==> src/sv/cbnf_pkg.sv <==
// ----------------------------------------------------------------------------
// cbnf_pkg
// Shared widths, constants and control types for the counting Bloom n-gram
// filter.
// ----------------------------------------------------------------------------
package cbnf_pkg;

  // Payload widths.
  localparam int TOKEN_W     = 32;
  localparam int NGRAM_LEN_W = 5;
  localparam int THRESH_W    = 8;
  localparam int BUCKET_W    = 20;
  localparam int COUNT_W     = 8;
  localparam int HASH_W      = 64;

  // Default sizes handed to the top level.
  localparam int          MAX_WINDOW_DEF     = 16;
  localparam longint      FILTER_ENTRIES_DEF = 64'd1048576;

  // FNV-1a 64 constants. The prime is 2^40 + 0x1B3, so a step is a shift
  // plus a narrow multiply.
  localparam logic [HASH_W-1:0] FNV_BASIS    = 64'hCBF29CE484222325;
  localparam logic [HASH_W-1:0] FNV_PRIME    = 64'h00000100000001B3;
  localparam int                FNV_SHIFT    = 40;
  localparam logic [8:0]        FNV_PRIME_LO = FNV_PRIME[8:0];

  // Saturation value of a counter.
  localparam logic [COUNT_W-1:0] COUNT_MAX = 8'd255;

  // Configuration port.
  localparam int APB_ADDR_W = 3;
  localparam int APB_DATA_W = 32;
  localparam logic [0:0] REG_NGRAM_LEN = 1'b0;
  localparam logic [0:0] REG_THRESH    = 1'b1;
  localparam logic [NGRAM_LEN_W-1:0] NGRAM_LEN_RST = 5'd2;
  localparam logic [THRESH_W-1:0]    THRESH_RST    = 8'd2;

  // Control from the sequencer to the hash unit.
  typedef struct packed {
    logic load;  // shift in a token and restart the hash
    logic step;  // fold one window token into the hash
  } hash_ctl_t;

endpackage

==> src/sv/cbnf_hasher.sv <==
// ----------------------------------------------------------------------------
// cbnf_hasher
// Token window shift line and an iterative FNV-1a 64 unit that folds one
// window token per cycle, oldest first.
// ----------------------------------------------------------------------------
module cbnf_hasher #(
  parameter int MAX_WINDOW = cbnf_pkg::MAX_WINDOW_DEF,
  localparam int LEN_W = $clog2(MAX_WINDOW + 1),
  localparam int IDX_W = (MAX_WINDOW > 1) ? $clog2(MAX_WINDOW) : 1
) (
  input  logic                         clk,
  input  logic [cbnf_pkg::TOKEN_W-1:0] token,
  input  logic [LEN_W-1:0]             len,
  input  cbnf_pkg::hash_ctl_t          ctl,
  output logic [cbnf_pkg::HASH_W-1:0]  hash,
  output logic                         last
);
  import cbnf_pkg::*;

  logic [TOKEN_W-1:0] window [MAX_WINDOW];
  logic [IDX_W-1:0]   ptr;
  logic [HASH_W-1:0]  mixed;
  logic [HASH_W-1:0]  hash_next;

  // One FNV step: xor the token, then multiply by the prime as shift plus
  // a 9-bit constant multiply.
  always_comb begin
    mixed     = hash ^ HASH_W'(window[ptr]);
    hash_next = (mixed << FNV_SHIFT) + (mixed * HASH_W'(FNV_PRIME_LO));
  end

  assign last = (ptr == IDX_W'(MAX_WINDOW - 1));

  // Window shift on a new token; the newest token sits at the top entry.
  always_ff @(posedge clk) begin
    if (ctl.load) begin
      for (int i = 0; i < MAX_WINDOW - 1; i++) begin
        window[i] <= window[i + 1];
      end
      window[MAX_WINDOW - 1] <= token;
    end
  end

  // Hash register and window pointer.
  always_ff @(posedge clk) begin
    if (ctl.load) begin
      hash <= FNV_BASIS;
      ptr  <= IDX_W'(MAX_WINDOW - int'(len));
    end else if (ctl.step) begin
      hash <= hash_next;
      ptr  <= ptr + 1'b1;
    end
  end

endmodule

==> config.mk <==
export PLATFORM = sky130hd
export DESIGN_NAME = cbnf_hasher
export DESIGN_NICKNAME = d
export VERILOG_FILES = /design/src/sv/cbnf_pkg.sv /design/src/sv/cbnf_hasher.sv
export SDC_FILE = /design/constraint.sdc
export NUM_CORES = 1
export LEC_CHECK = 0
export ABC_CLOCK_PERIOD_IN_PS = 8700
export BUFFER_PORTS_ARGS = -buffer_cell sky130_fd_sc_hd__buf_2
export CORE_ASPECT_RATIO = 2
export CORE_UTILIZATION = 45
export CTS_CLUSTER_DIAMETER = 60
export DETAILED_ROUTE_END_ITERATION = 10
export GPL_TIMING_DRIVEN = 0
export HOLD_SLACK_MARGIN = 0.03
export PLACE_DENSITY = 0.63
export SLEW_MARGIN = 40
export SYNTH_ARGS = -nofsm -noshare
export SYNTH_HDL_FRONTEND = slang
export SYNTH_SLANG_ARGS = --single-unit
==> constraint.sdc <==
create_clock -name clk -period 8.7 [get_ports clk]
set_input_delay 0.435 -clock clk [delete_from_list [all_inputs] [get_ports clk]]
set_output_delay 0.435 -clock clk [all_outputs]
set_load 0.1 [all_outputs]
==> impl_metrics.toml <==
[outcome]
status = "complete, no violations"

[drt]
via_per_inst = 5.548
drt_iter0_drc = 989
drc = 0
dr.pass1.iters = 5
routed_wl_um = 85640
route.vias.total = 18770
wl_per_cell_um = 25.31
ant_nets = 0

[critical_path]
slowest_delay_ns = 0.69
cp.required_ns = 9.16
crit_fanout = 10
worstPathCellList = "clkbuf_2 > clkbuf_1 > mux4_2 > mux4_2 > xor2_2 > ha_1 > inv_1 > fa_1 > inv_1 > fa_1 > fa_1 > ha_1 > ha_1 > a21o_1 > a21o_1 > or2_2 > a2111oi_2 > o31a_1 > buf_4 > o21bai_1 > a211oi_1 > xor2_1 > o21ai_0"
cpMaxStageDelayCell = "clkbuf_1"
worst_ep_arrival_time_ns = 8.89
r2r_cells = 23
critPathKind = "flop to flop"
reg2reg_slack_ns = 0.27
r2r_end = "hash[42]"
startpoint_type = "flop"
cp-end-kind = "flop"

[place]
hpwl_um = 67320
gp_congestion = 0.9679
io_buffers = 102

[synthesis]
syn-num-nets = 2676
syn_avg_cell_area_um2 = 15.00
synth_area_um2 = 33260
yosys.area_share.simple_pct = 3.005
netlist_instances = 2217
ys_warn_count = 0
async_reset_ff_share_pct = 0
ys_seq_area_share_pct = 50.67
synth_edf_count = 516
ys_types = 67
synthXorXnorAreaFrac_pct = 3.502
yosysTopAreaCellShare_pct = 46.58
synth-adder-area-share_pct = 21.09
synth_ff_type = "edfxtp_1"
muxShareOfSynthArea_pct = 11.59
synth_top_family_by_area = "adder cells"
ys_ff_latch = 584
synthTopCellsByArea = "edfxtp_1 47%, fa_1 14%, mux4_2 11%, ha_1 6.9%, dfxtp_1 4.1%"
synth_compound_area_share_pct = 5.334
synth_top_area_cell = "edfxtp_1"

[layout]
utilization_pct = 51.37
final_nets = 2874
num_antenna_cells = 0
area_growth_pct = 12.80
drive_gt1_share_pct = 18.09
fill_cells = 6103

[floorplan]
ios = 105
rows = 140
die_h_um = 386.5
start_util_pct = 45.54
die_area_um2 = 75080
core_um2 = 73050
die_w_um = 194.3

[timing]
slew_violations = 0
maxSlewHeadroom_pct = 42.28
period_share_pct = 96.93
hold_viol_final = 0
setup_viol = 0
worst_slew_pin_slew_ns = 0.8657
finClkSkew_ns = 0.04414
period_needed_ns = 8.433
max_freq_mhz = 118.6

[clock_network]
cts_tree = "yes"
clk_path_buf_depth = 3
ctsHtreeMaxLevel = 2
clock_latency_ns = 0.64
cts.sinks = 584
path_clk_slew_ns = 0.07
root_buffer = "clkbuf_16"
numCtsBuffers = 53

[grt]
grt_pass1_vias = 20890
grt_max_degree = 85
grt_antenna_before_repair = 0
grt_pass1_wl_um = 129700
grt.total_usage_pct = 23.45
overflow = 0

[min_path]
hold_class = "input port to flop"
hold_end = "ptr[0]"
hp-start = "len[0]"
min_path_cells = 3

[flow_run]
drv_cap = 0
## flip-flops by register name, indices dropped and copies added, names as in the netlist, named ones only
signal	cells
hash	64
window	512
ptr	4
## worst max-delay path by stage
stage	startpoint	to	slack, ns
3_3_place_gp	ctl[1]	hash[28]	-1.58
6_report	flop	hash[42]	0.27
3_5_place_dp	flop	hash[42]	-0.90
2_1_floorplan	flop	hash[63]	1.44
5_1_grt	flop	hash[63]	-0.08
4_1_cts	flop	hash[42]	0.01
## final cells by class
class / count / area, um^2 / share of cell area [%]
Multi-Input combinational cell: 1214 / 15010 / 40.02
Inverter: 348 / 1306 / 3.481
Buffer: 71 / 370.4 / 0.9871
Tap cell: 923 / 1155 / 3.078
Sequential cell: 584 / 16860 / 44.92
Clock inverter: 37 / 426.7 / 1.137
Clock buffer: 63 / 1364 / 3.635
Timing Repair Buffer: 143 / 1028 / 2.741
## timing repair
item	4_1_cts	5_1_grt
setup buffers	2	1
hold endpoints to repair	32	0
hold buffers	32	0
resized for setup	24	31
endpoints found under the setup margin	36	19
pin swaps	1	1
## critical path, delay by kind of cell (launching register included)
kind	cells	cell delay, ns
fa+ha+maj	6	2.42
simple gates	1	0.34
buf+inv	5	1.47
flops	1	0.57
compound gates	7	1.67
xor+xnor	2	0.75
mux	2	1.03
## synth_stat cells (23+ instances only)
library cell,number
o21ai_0,35
inv_1,348
edfxtp_1,516
dfxtp_1,68
ha_1,183
fa_1,236
mux4_2,160
clkbuf_1,42
nor2_1,68
nand2_1,56
xnor2_1,43
mux2i_1,23
xor2_1,90
a21o_1,50
a21oi_1,86
## layout by cell type, fill, tap and decap left out, types with 56 or more instances in the layout
| cell type | synthesis | layout |
|---|---|---|
| a21oi_1 | 86 | 85 |
| buf_2 | 21 | 119 |
| dfxtp_1 | 68 | 68 |
| edfxtp_1 | 516 | 516 |
| fa_1 | 236 | 236 |
| ha_1 | 183 | 182 |
| inv_1 | 348 | 348 |
| mux4_2 | 160 | 160 |
| nand2_1 | 56 | 56 |
| nor2_1 | 68 | 67 |
| xor2_1 | 90 | 73 |
## metal layers
layer	wire length (um)	up-vias	track usage, %	share of wire, %
li1	-	8355	-	-
met5	0	-	0	0
met3	3100	208	3.103	3.6
met2	48470	496	45.43	57
met4	5220	0	12.54	6.1
met1	28850	9711	23.96	34
## metrics by stage
stage | std cells | setup WS [ns] | cell area, um^2 | hold slack (ns) | setup TNS (ns)
floorplan | 2217 | 1.438 | 33260 | 0.4207 | 0
global placement | 3242 | -1.585 | 34930 | 0.4227 | -80.82
detailed placement | 3248 | -0.9032 | 35130 | 0.4274 | -15.30
CTS | 3382 | 0.01449 | 37390 | 0.2227 | 0
global route | 3383 | -0.07726 | 37520 | 0.2696 | -0.07726
finish | 3383 | 0.2668 | 37520 | 0.2390 | 0
## cell families after synthesis
group	after synthesis
buf+inv	419
compound gates	265
flops	584
xor+xnor	133
simple gates	212
mux	185
fa+ha+maj	419
Power is left out: the tool's default activity adds up to more than one toggle a clock period on the data nets, which glitch-free logic cannot reach.
