[config.mk]
export PLATFORM = sky130hd
export DESIGN_NAME = cbnf_regs
export DESIGN_NICKNAME = d
export VERILOG_FILES = /design/src/sv/cbnf_pkg.sv /design/src/sv/cbnf_regs.sv
export SDC_FILE = /design/constraint.sdc
export NUM_CORES = 1
export LEC_CHECK = 0
export BUFFER_PORTS_ARGS = -buffer_cell sky130_fd_sc_hd__buf_2
export CORE_MARGIN = 2
export CORE_UTILIZATION = 32
export DETAILED_ROUTE_END_ITERATION = 12
export HOLD_SLACK_MARGIN = 0.1
export PLACE_DENSITY = 0.73
export SLEW_MARGIN = 20
export SYNTH_ARGS = -nofsm -noshare
export SYNTH_HDL_FRONTEND = slang
export SYNTH_SLANG_ARGS = --single-unit
[constraint.sdc]
create_clock -name clk -period 0.8 [get_ports clk]
set_clock_uncertainty 0.1 [all_clocks]
set_input_delay 0.04 -clock clk [delete_from_list [all_inputs] [get_ports clk]]
set_output_delay 0.04 -clock clk [all_outputs]
set_load 0.01 [all_outputs]
[src/sv/cbnf_pkg.sv]
// ----------------------------------------------------------------------------
// cbnf_pkg
// Shared widths, constants and control types for the counting Bloom n-gram
// filter.
// ----------------------------------------------------------------------------
package cbnf_pkg;

  // Payload widths.
  localparam int TOKEN_W     = 32;
  localparam int NGRAM_LEN_W = 5;
  localparam int THRESH_W    = 8;
  localparam int BUCKET_W    = 20;
  localparam int COUNT_W     = 8;
  localparam int HASH_W      = 64;

  // Default sizes handed to the top level.
  localparam int          MAX_WINDOW_DEF     = 16;
  localparam longint      FILTER_ENTRIES_DEF = 64'd1048576;

  // FNV-1a 64 constants. The prime is 2^40 + 0x1B3, so a step is a shift
  // plus a narrow multiply.
  localparam logic [HASH_W-1:0] FNV_BASIS    = 64'hCBF29CE484222325;
  localparam logic [HASH_W-1:0] FNV_PRIME    = 64'h00000100000001B3;
  localparam int                FNV_SHIFT    = 40;
  localparam logic [8:0]        FNV_PRIME_LO = FNV_PRIME[8:0];

  // Saturation value of a counter.
  localparam logic [COUNT_W-1:0] COUNT_MAX = 8'd255;

  // Configuration port.
  localparam int APB_ADDR_W = 3;
  localparam int APB_DATA_W = 32;
  localparam logic [0:0] REG_NGRAM_LEN = 1'b0;
  localparam logic [0:0] REG_THRESH    = 1'b1;
  localparam logic [NGRAM_LEN_W-1:0] NGRAM_LEN_RST = 5'd2;
  localparam logic [THRESH_W-1:0]    THRESH_RST    = 8'd2;

  // Control from the sequencer to the hash unit.
  typedef struct packed {
    logic load;  // shift in a token and restart the hash
    logic step;  // fold one window token into the hash
  } hash_ctl_t;

endpackage

[src/sv/cbnf_regs.sv]
// ----------------------------------------------------------------------------
// cbnf_regs
// APB-style configuration registers: n-gram length and support threshold.
// ----------------------------------------------------------------------------
module cbnf_regs (
  input  logic                            clk,
  input  logic                            rst,
  input  logic                            psel,
  input  logic                            penable,
  input  logic                            pwrite,
  input  logic [cbnf_pkg::APB_ADDR_W-1:0] paddr,
  input  logic [cbnf_pkg::APB_DATA_W-1:0] pwdata,
  output logic [cbnf_pkg::APB_DATA_W-1:0] prdata,
  output logic                            pready,
  output logic [cbnf_pkg::NGRAM_LEN_W-1:0] ngram_len,
  output logic [cbnf_pkg::THRESH_W-1:0]    support_threshold
);
  import cbnf_pkg::*;

  logic wr_en;

  assign pready = 1'b1;
  assign wr_en  = psel && penable && pwrite;

  // Register writes; the register index is the word address.
  always_ff @(posedge clk) begin
    if (rst) begin
      ngram_len         <= NGRAM_LEN_RST;
      support_threshold <= THRESH_RST;
    end else if (wr_en) begin
      unique case (paddr[2])
        REG_NGRAM_LEN: ngram_len         <= pwdata[NGRAM_LEN_W-1:0];
        REG_THRESH:    support_threshold <= pwdata[THRESH_W-1:0];
        default: ;
      endcase
    end
  end

  // Read back.
  always_comb begin
    unique case (paddr[2])
      REG_NGRAM_LEN: prdata = APB_DATA_W'(ngram_len);
      REG_THRESH:    prdata = APB_DATA_W'(support_threshold);
      default:       prdata = '0;
    endcase
  end

endmodule

==> impl_metrics.json, run 1 <==
{
  "synth-seq-area-share_pct": 30.2,
  "cp.required_ps": 660,
  "vias": 729,
  "post_drt_wl_per_cell_um": 11.7,
  "die_x_um": 55.9,
  "clock-sinks": 13,
  "rsz0062_at_grt": "yes",
  "postCtsHoldBufs": 7,
  "criticalPathCategory": "register to primary output",
  "ys_seq_elements": 13,
  "cpPeakStageDelay_ps": 330,
  "io_buffers": 34,
  "synth-edff-count": 0,
  "rr_startpoint": "ngram_len[1]",
  "fp.coreArea_um2": 2520,
  "p_leak_uw": 0.000726,
  "synth_warnings": 0,
  "finalMaxSlewViolations": 0,
  "synth_cell_types": 13,
  "hold_viol": 2,
  "syn_inst": 88,
  "overflow": 0,
  "worstPathArrival_ps": 1000,
  "dieArea_um2": 3130,
  "maxCapViolations": 0,
  "yosysTopAreaCell": "dfxtp_1",
  "cts_tree": "yes",
  "area_growth_pct": 67.3,
  "wl_met2_mm": 1.11,
  "crit_path_cell_trace": "mux2_4 -> buf_6",
  "holdWs_ps": -33.9,
  "ir_drop_v": 0.000832,
  "track_usage_pct": 13.6,
  "hold_class": "primary input to register",
  "crit_family": "flip-flops",
  "drive_gt1_share_pct": 58.9,
  "worstReg2RegEnd": "ngram_len[1]",
  "crit_buf_inv": 1,
  "first_pass_iters": 2,
  "rrSetupSlack_ps": -120,
  "reg2reg_depth": 4,
  "grt_pass1_vias": 726,
  "violations": "hold timing, setup timing",
  "start_kind": "register",
  "finalWeightedCongestion": 0.665,
  "status": "finished with violations",
  "synth_top_area_share_pct": 30.2,
  "fmax_ghz": 0.876,
  "crit_fanout": 2,
  "insertion_delay_ps": 270,
  "met3_length_um": 164,
  "vias_per_cell": 4.14,
  "critPathLaunch": "ngram_len[1]",
  "timing.final.ws_setup_ps": -342,
  "routed.top_layer": "met4",
  "drt-initial-drc-count": 7,
  "yosysMostFrequentCell": "buf_4",
  "finalCritPeriodShare_pct": 143,
  "synth_area_leaders": "dfxtp_1, buf_4, mux2i_1, nand2b_1, mux2_2",
  "power_density_nw_per_um2": 985,
  "async_reset_ff_share_pct": 0,
  "syn_area_um2": 862,
  "crit_path_end_kind": "primary output",
  "drc_errors": 0,
  "worst_path_max_delay_cell": "dfxtp_2",
  "drt-total-wl_mm": 2.07,
  "grt_max_degree": 22,
  "clockRootBuffer": "clkbuf_4",
  "netlist_top_cells_count": "buf_4, nand2b_1, dfxtp_1, mux2i_1, mux2_2",
  "path_depth": 2,
  "die_y_um": 55.9,
  "clockBufferDepth": 2,
  "m1WireLength_um": 770,
  "place_ws_ps": -184,
  "cts_max_level": 1,
  "detail-route-antenna-nets": 0,
  "clkTransAtPathRegs_ps": 90,
  "finalNetCount": 187,
  "utilization_pct": 57.2,
  "rows": 18,
  "antenna_found_initial": 0,
  "cp-endpoint": "prdata[1]",
  "diodes": 0,
  "cts_made_buffers": 3,
  "grt_first_pass_wirelength_mm": 3.28,
  "fin_crit_ps": 1140,
  "ios": 86,
  "hpwl_mm": 1.30,
  "initial_core_util_pct": 34.2,
  "synth_ff_type": "dfxtp_1",
  "avgSynthCellArea_um2": 9.80,
  "setup_violations": 28
}
-- sequential cells by signal (all words and copies together), names as in the netlist --
signal / count
support_threshold: 8
ngram_len: 5
-- power breakdown --
part	switching, µW	total, µW	leakage (µW)	internal, µW
registers	9.95	673	0.000110	663
logic	160	340	0.000599	180
clock network	223	408	0.0000177	185
-- per-stage QoR --
step	area (µm²)	setup TNS, ps	cells	total power (µW)
floorplan	952	0	111	928
global placement	1010	-1460	157	913
detailed placement	1010	-2060	157	917
CTS	1350	-4740	173	1410
global route	1440	-6100	176	1500
finish	1440	-4960	176	1420
-- worst reg2reg max path: cells and delay by family (launching register included) --
| family | cells | cell delay, ps |
|---|---|---|
| mux | 1 | 80 |
| simple gates | 1 | 60 |
| flops | 1 | 330 |
| buf+inv | 2 | 240 |
-- final cells by class --
class                      count  area, µm²
sequential                    13        277
timing repair buffer          60        577
fill                         215       1080
multi-input combinational     69        524
clock buffer                   3       22.5
tap                           30       37.5
clock inverter                 1       5.00
-- cells in the final DEF, fill, tap and decap left out --
cell and count:
clkbuf_4 3, conb_1 25, nor2_2 1, nand4b_4 1
nor2_1 1, and4_4 1, buf_4 4, dlygate4sd3_1 7
clkinv_2 1, and2_4 3, nand2b_4 4, nand2b_1 14
mux2_4 5, buf_2 12, dfxtp_2 13, mux2i_1 13
buf_6 37, nor2_4 1
-- cell families (layout without fill, tap and decap cells) --
| group | Yosys count | after routing | synth area share (%) |
|---|---|---|---|
| other | 2 | 25 | 0.871 |
| and+or+nand+nor | 26 | 26 | 21.0 |
| buffers and inverters | 29 | 64 | 26.3 |
| DFF | 13 | 13 | 30.2 |
| muxes | 18 | 18 | 21.6 |
-- worst min path at each step --
stage / startpoint / end / slack, ps / cells past startpoint
after floorplan: pwdata[5] / support_threshold[5] / 100 / 2
after global placement: pwdata[1] / ngram_len[1] / 210 / 3
after detailed placement: pwdata[7] / support_threshold[7] / 220 / 3
after CTS: pwdata[1] / support_threshold[1] / -60 / 3
after global routing: pwdata[1] / ngram_len[1] / -20 / 3
final: pwdata[1] / support_threshold[1] / -30 / 3
-- metal layers --
metal	vias up	GRT usage, %
li1	350	-
met1	333	14.9
met2	42	24.5
met3	4	3.95
met4	0	5.10
met5	-	0
-- repair_timing --
| item | 4_1_cts | 5_1_grt |
|---|---|---|
| hold endpoints to repair | 13 | 6 |
| pin swaps | 2 | 0 |
| cloned | 0 | 0 |
| resized for setup | 51 | 16 |
| endpoints found under the setup margin | 23 | 33 |
| setup buffers | 5 | 8 |
Note: power is estimated with default switching activity, not from simulation.
==> run 2, diff against run 1 <==
--- a/config.mk
+++ b/config.mk
@@ -7,10 +7,10 @@
 export LEC_CHECK = 0
 export BUFFER_PORTS_ARGS = -buffer_cell sky130_fd_sc_hd__buf_2
 export CORE_MARGIN = 2
-export CORE_UTILIZATION = 32
+export CORE_UTILIZATION = 35
 export DETAILED_ROUTE_END_ITERATION = 12
 export HOLD_SLACK_MARGIN = 0.1
-export PLACE_DENSITY = 0.73
+export PLACE_DENSITY = 0.76
 export SLEW_MARGIN = 20
 export SYNTH_ARGS = -nofsm -noshare
 export SYNTH_HDL_FRONTEND = slang
==> constraint.sdc (replaced) <==
create_clock -name clk -period 1.1 [get_ports clk]
set_clock_uncertainty 0.1 [all_clocks]
set_input_delay 0.055 -clock clk [delete_from_list [all_inputs] [get_ports clk]]
set_output_delay 0.055 -clock clk [all_outputs]
set_load 0.01 [all_outputs]
==> run 2 against run 1 <==
Compared with the run above:
- sequential power fell by 28%
- register-to-register slack improved by 370 ps
- sequential cell count did not move
- sequential share of layout area rose by 3.6 points
- critical endpoint is now prdata[4]
- non-clock buffer count fell by 5
- die area fell by 8.0%
- clock power fell by 31%
- first-iteration DRC count fell by 57%
- routed wire length fell by 13%
- the run ends with setup timing left
- worst hold slack improved by 220 ps
- power fell by 31%
==> impl_metrics.json, run 2 (synthesized netlist as in run 1, its figures left out) <==
{
  "status": "finished with violations",
  "violations": "setup timing",
  "criticalPathCategory": "register to primary output",
  "post_drt_wl_per_cell_um": 10.6,
  "drt-total-wl_mm": 1.80,
  "start_kind": "register",
  "cts_max_level": 1,
  "vias_per_cell": 4.11,
  "clockRootBuffer": "clkbuf_4",
  "crit_buf_inv": 1,
  "worst_path_max_delay_cell": "dfxtp_2",
  "seqPwrFrac_pct": 49.7,
  "final_common_cell": "buf_2",
  "multiInputGateArea_um2": 473,
  "power.switching_uw": 255,
  "fp.coreArea_um2": 2280,
  "seq_area_um2": 273,
  "fmax_ghz": 0.877,
  "crit_path_end_kind": "primary output",
  "p_sw_share_pct": 26.0,
  "drc_errors": 0,
  "rsz0062_at_grt": "yes",
  "dpl_cell_area_um2": 927,
  "clockBufferDepth": 2,
  "antenna_found_initial": 0,
  "diodes": 0,
  "first_pass_iters": 2,
  "grt_max_degree": 22,
  "p_leak_uw": 0.000631,
  "fill_cells": 213,
  "die_x_um": 53.6,
  "fin_crit_ps": 1140,
  "grt_first_pass_wirelength_mm": 2.70,
  "p_int_uw": 726,
  "die_y_um": 53.6,
  "cts_made_buffers": 3,
  "cp.required_ps": 940,
  "finalMaxSlewViolations": 0,
  "clkPwrFrac_pct": 28.9,
  "grt_pass1_vias": 639,
  "finalInstanceArea_um2": 1200,
  "initial_core_util_pct": 37.9,
  "clkTransAtPathRegs_ps": 70,
  "hold_viol": 0,
  "finalCritPeriodShare_pct": 104,
  "rows": 17,
  "insertion_delay_ps": 270,
  "timing.final.ws_setup_ps": -40.4,
  "maxCapViolations": 0,
  "holdWs_ps": 182,
  "largest_reg_flops": 8,
  "crit_path_cell_trace": "mux2_4 -> buf_6",
  "setup-tns-final_ps": -165,
  "dieArea_um2": 2880,
  "finalNetCount": 182,
  "rrSetupSlack_ps": 250,
  "vias": 694,
  "drive_gt1_share_pct": 46.8,
  "setup_violations": 5,
  "worstPathArrival_ps": 990,
  "finalWeightedCongestion": 0.619,
  "ios": 86,
  "crit_family": "flip-flops",
  "clock-sinks": 13,
  "hold_class": "primary input to register",
  "detail-route-antenna-nets": 0,
  "track_usage_pct": 13.2,
  "cpPeakStageDelay_ps": 320,
  "io_buffers": 34,
  "combinationalPowerShare_pct": 21.4,
  "cts_tree": "yes",
  "final_cell_mix": "buf_2, conb_1, nand2b_1",
  "power_uw": 981,
  "largestRegisters": "support_threshold x8, ngram_len x5",
  "ir_drop_v": 0.000494,
  "place_ws_ps": 71.8,
  "power_density_nw_per_um2": 818,
  "hpwl_mm": 1.17,
  "drt-initial-drc-count": 3,
  "top_register": "support_threshold",
  "area_growth_pct": 39.0,
  "overflow": 0,
  "crit_fanout": 2
}
-- run 2: final cells by class --
cell class / count / share of cell area, %
clock buffers: 4 / 2.19
multi-input cells: 69 / 39.5
flip-flops and latches: 13 / 22.8
well taps: 28 / 2.92
repair buffers: 55 / 32.7
-- run 2: final timing paths --
path	start	endpoint	depth (start not counted)
min reg2reg	support_threshold[6]	support_threshold[6]	2
max reg2reg	ngram_len[1]	ngram_len[1]	3
min	penable	support_threshold[2]	3
max	ngram_len[4]	prdata[4]	2
-- run 2: power by group through the flow --
stage                     Combinational, µW  Sequential [µW]  Clock [µW]
after floorplan                         170              503           0
after detailed placement                153              499           0
after CTS                               207              487         303
final                                   210              487         283
after global placement                  150              498           0
after global routing                    228              489         325
-- run 2: timing repair --
action,4_1_cts,5_1_grt
hold endpoints to repair,13,0
hold buffers,12,0
buffers inserted,9,0
endpoints found under the setup margin,5,6
resized for setup,17,2
-- run 2: routing by layer --
metal  up-vias  track usage, %  wire length [µm]
li1        342               -                 -
met1       317            13.1               708
met2        33            25.3               957
met3         2            3.06               119
met4         0            6.41                11
met5         -               0                 0
-- run 2: through the flow --
stage / instances / utilization, %
floorplan: 111 / -
global placement: 144 / 40.7
detailed placement: 144 / 40.7
CTS: 169 / 52.4
global route: 169 / 52.7
finish: 169 / 52.7
-- run 2: worst min-delay path, stage by stage --
cell     delay [ps]
buf_2           110
and4_4          220
mux2i_1         120
==> run 3, diff against run 2 <==
--- a/config.mk
+++ b/config.mk
@@ -5,6 +5,7 @@
 export SDC_FILE = /design/constraint.sdc
 export NUM_CORES = 1
 export LEC_CHECK = 0
+export ABC_AREA = 1
 export BUFFER_PORTS_ARGS = -buffer_cell sky130_fd_sc_hd__buf_2
 export CORE_MARGIN = 2
 export CORE_UTILIZATION = 35
==> run 3 against run 2 <==
Compared with the run above:
- final area fell by 9.4%
- sequential share of layout area rose by 1.6 points
- critical path type is now primary input to register
- worst setup slack improved by 95 ps
- critical endpoint is now ngram_len[1]
- synthesized cell count rose by 49%
- largest power group unchanged
- global-route usage rose by 0.28 points
- the run now ends clean
==> impl_metrics.json, run 3 <==
{
  "yosysTopAreaCell": "dfxtp_1",
  "crit_fanout": 3,
  "min_delay_path_depth": 5,
  "rrSetupSlack_ps": 390,
  "synth-seq-area-share_pct": 30.1,
  "grt_pass1_vias": 725,
  "grt_max_degree": 14,
  "fmax_ghz": 0.956,
  "final_cell_mix": "buf_2, nand2_1, conb_1",
  "status": "finished, final reports clean",
  "worstPathArrival_ps": 1100,
  "async_reset_ff_share_pct": 0,
  "drive_gt1_share_pct": 29.1,
  "clock-sinks": 13,
  "cts_made_buffers": 3,
  "final-instance-count-excl-fill": 205,
  "drc_errors": 0,
  "grt_first_pass_wirelength_mm": 2.87,
  "overflow": 0,
  "avgSynthCellArea_um2": 6.61,
  "rr_startpoint": "ngram_len[0]",
  "reg2reg_depth": 2,
  "clkTransAtPathRegs_ps": 80,
  "diodes": 0,
  "ios": 86,
  "syn_area_um2": 866,
  "worst_path_max_delay_cell": "dlygate4sd3_1",
  "largest_reg_flops": 8,
  "fill_cells": 266,
  "worstReg2RegEnd": "ngram_len[0]",
  "cts_max_level": 1,
  "fp.coreArea_um2": 2410,
  "cts_tree": "yes",
  "largestRegisters": "support_threshold x8, ngram_len x5",
  "clockBufferDepth": 2,
  "synth_area_leaders": "dfxtp_1, buf_4, nand2_1, nor2_1, nand3_1",
  "track_usage_pct": 13.4,
  "cp.required_ps": 1160,
  "path_depth": 5,
  "top_register": "support_threshold",
  "io_buffers": 34,
  "start_kind": "primary input",
  "die_y_um": 53.7,
  "power_density_nw_per_um2": 943,
  "finalWeightedCongestion": 0.773,
  "setup_violations": 0,
  "yosysMostFrequentCell": "nand2_1",
  "initial_core_util_pct": 35.9,
  "min_to": "support_threshold[3]",
  "maxCapViolations": 0,
  "synth_top_area_share_pct": 30.1,
  "antenna_found_initial": 0,
  "dieArea_um2": 2890,
  "die_x_um": 53.7,
  "drt-total-wl_mm": 1.74,
  "finalMaxSlewViolations": 0,
  "power_uw": 1020,
  "drt-initial-drc-count": 6,
  "cpPeakStageDelay_ps": 590,
  "vias_per_cell": 3.97,
  "holdWs_ps": 118,
  "synth_warnings": 0,
  "finalCritPeriodShare_pct": 95.1,
  "hpwl_mm": 1.30,
  "first_pass_iters": 4,
  "dp.cells": 191,
  "post-cts-setup-buffers": 0,
  "hold_class": "primary input to register",
  "synth-edff-count": 0,
  "synth_cell_types": 15,
  "ys_seq_elements": 13,
  "criticalPathCategory": "primary input to register",
  "rsz0062_at_grt": "no",
  "fin_crit_ps": 1050,
  "setup-tns-final_ps": 0,
  "netlist_top_cells_count": "nand2_1, buf_4, nor2_1",
  "detail-route-antenna-nets": 0,
  "dpl_cell_area_um2": 952,
  "post_drt_wl_per_cell_um": 8.49,
  "crit_family": "buffers and inverters",
  "p_leak_uw": 0.000627,
  "area_growth_pct": 25.4,
  "crit_path_cell_trace": "buf_2 -> nand3_2 -> dlygate4sd3_1 -> o21ai_0 -> nand3_1",
  "clockRootBuffer": "clkbuf_4",
  "vias": 814,
  "finalNetCount": 216,
  "final_common_cell": "buf_2",
  "finalInstanceArea_um2": 1090,
  "insertion_delay_ps": 270,
  "crit_path_end_kind": "register",
  "crit_buf_inv": 2,
  "ir_drop_v": 0.000421,
  "rows": 18,
  "syn_inst": 131,
  "hold_viol": 0,
  "synth_ff_type": "dfxtp_1",
  "min_from": "penable"
}
[run 3: cell types whose count changed in the layout (fill, tap and decap cells not counted), sizes merged, moves of 3 or more]
cell / change
nand2b: -18
nand3: +14
mux2i: -13
mux2: -5
inv: +12
buf: -5
nor2: +22
nand2: +32
and2: -3
[run 3: worst max path at each step]
stage / slack, ps / to / from
2_1_floorplan: 340 / ngram_len[1] / paddr[2]
3_3_place_gp: 160 / prdata[4] / paddr[2]
3_5_place_dp: 160 / ngram_len[4] / paddr[2]
4_1_cts: 20 / ngram_len[2] / rst
5_1_grt: 2 / ngram_len[4] / rst
6_report: 50 / ngram_len[1] / pwrite
[run 3: where the power goes]
part,internal (µW),total (µW),switching [µW]
Clock,140,295,155
Combinational,90.7,231,140
Sequential,488,499,11.2
Total,719,1020,306
[run 3: kinds of logic after synthesis]
kind of cell           after synthesis  share of synthesized area (%)
AOI/OAI and AO/OA                    2                           1.15
buffers and inverters               43                           32.5
DFF                                 13                           30.1
other                                2                          0.867
and+or+nand+nor                     71                           35.4
[run 3: final cells by class]
type / instances / area (µm²) / share of cell area, %
Multi-Input combinational cell: 98 / 410 / 37.8
Timing Repair Buffer: 47 / 293 / 27.0
Sequential cell: 13 / 264 / 24.3
Inverter: 13 / 55.1 / 5.07
Tap cell: 30 / 37.5 / 3.46
Clock buffer: 4 / 26.3 / 2.42
[run 3: layer usage]
layer	track usage [%]	wire, µm	vias up	part of all wire, %
li1	-	-	436	-
met1	14.5	746	342	43
met2	24.4	839	34	48
met3	2.50	137	2	7.9
met4	7.26	18	0	1.0
met5	0	0	-	0
[run 3: repair_timing]
item | 4_1_cts | 5_1_grt
resized for setup | 0 | 4
endpoints found under the setup margin | 0 | 16
hold endpoints to repair | 13 | 0
hold buffers | 10 | 0
[run 3: worst reg2reg max path, stage by stage (launching register included)]
cell and delay, ps:
dfxtp_1 330, nor2_1 130, nor2_2 50
[run 3: stage by stage]
step / utilization, % / worst slack [ps]
final: 45.1 / 54.3
after global routing: 45.1 / 1.71
after CTS: 44.8 / 23.8
after detailed placement: 39.5 / 155
after global placement: 39.5 / 163
after floorplan: - / 338
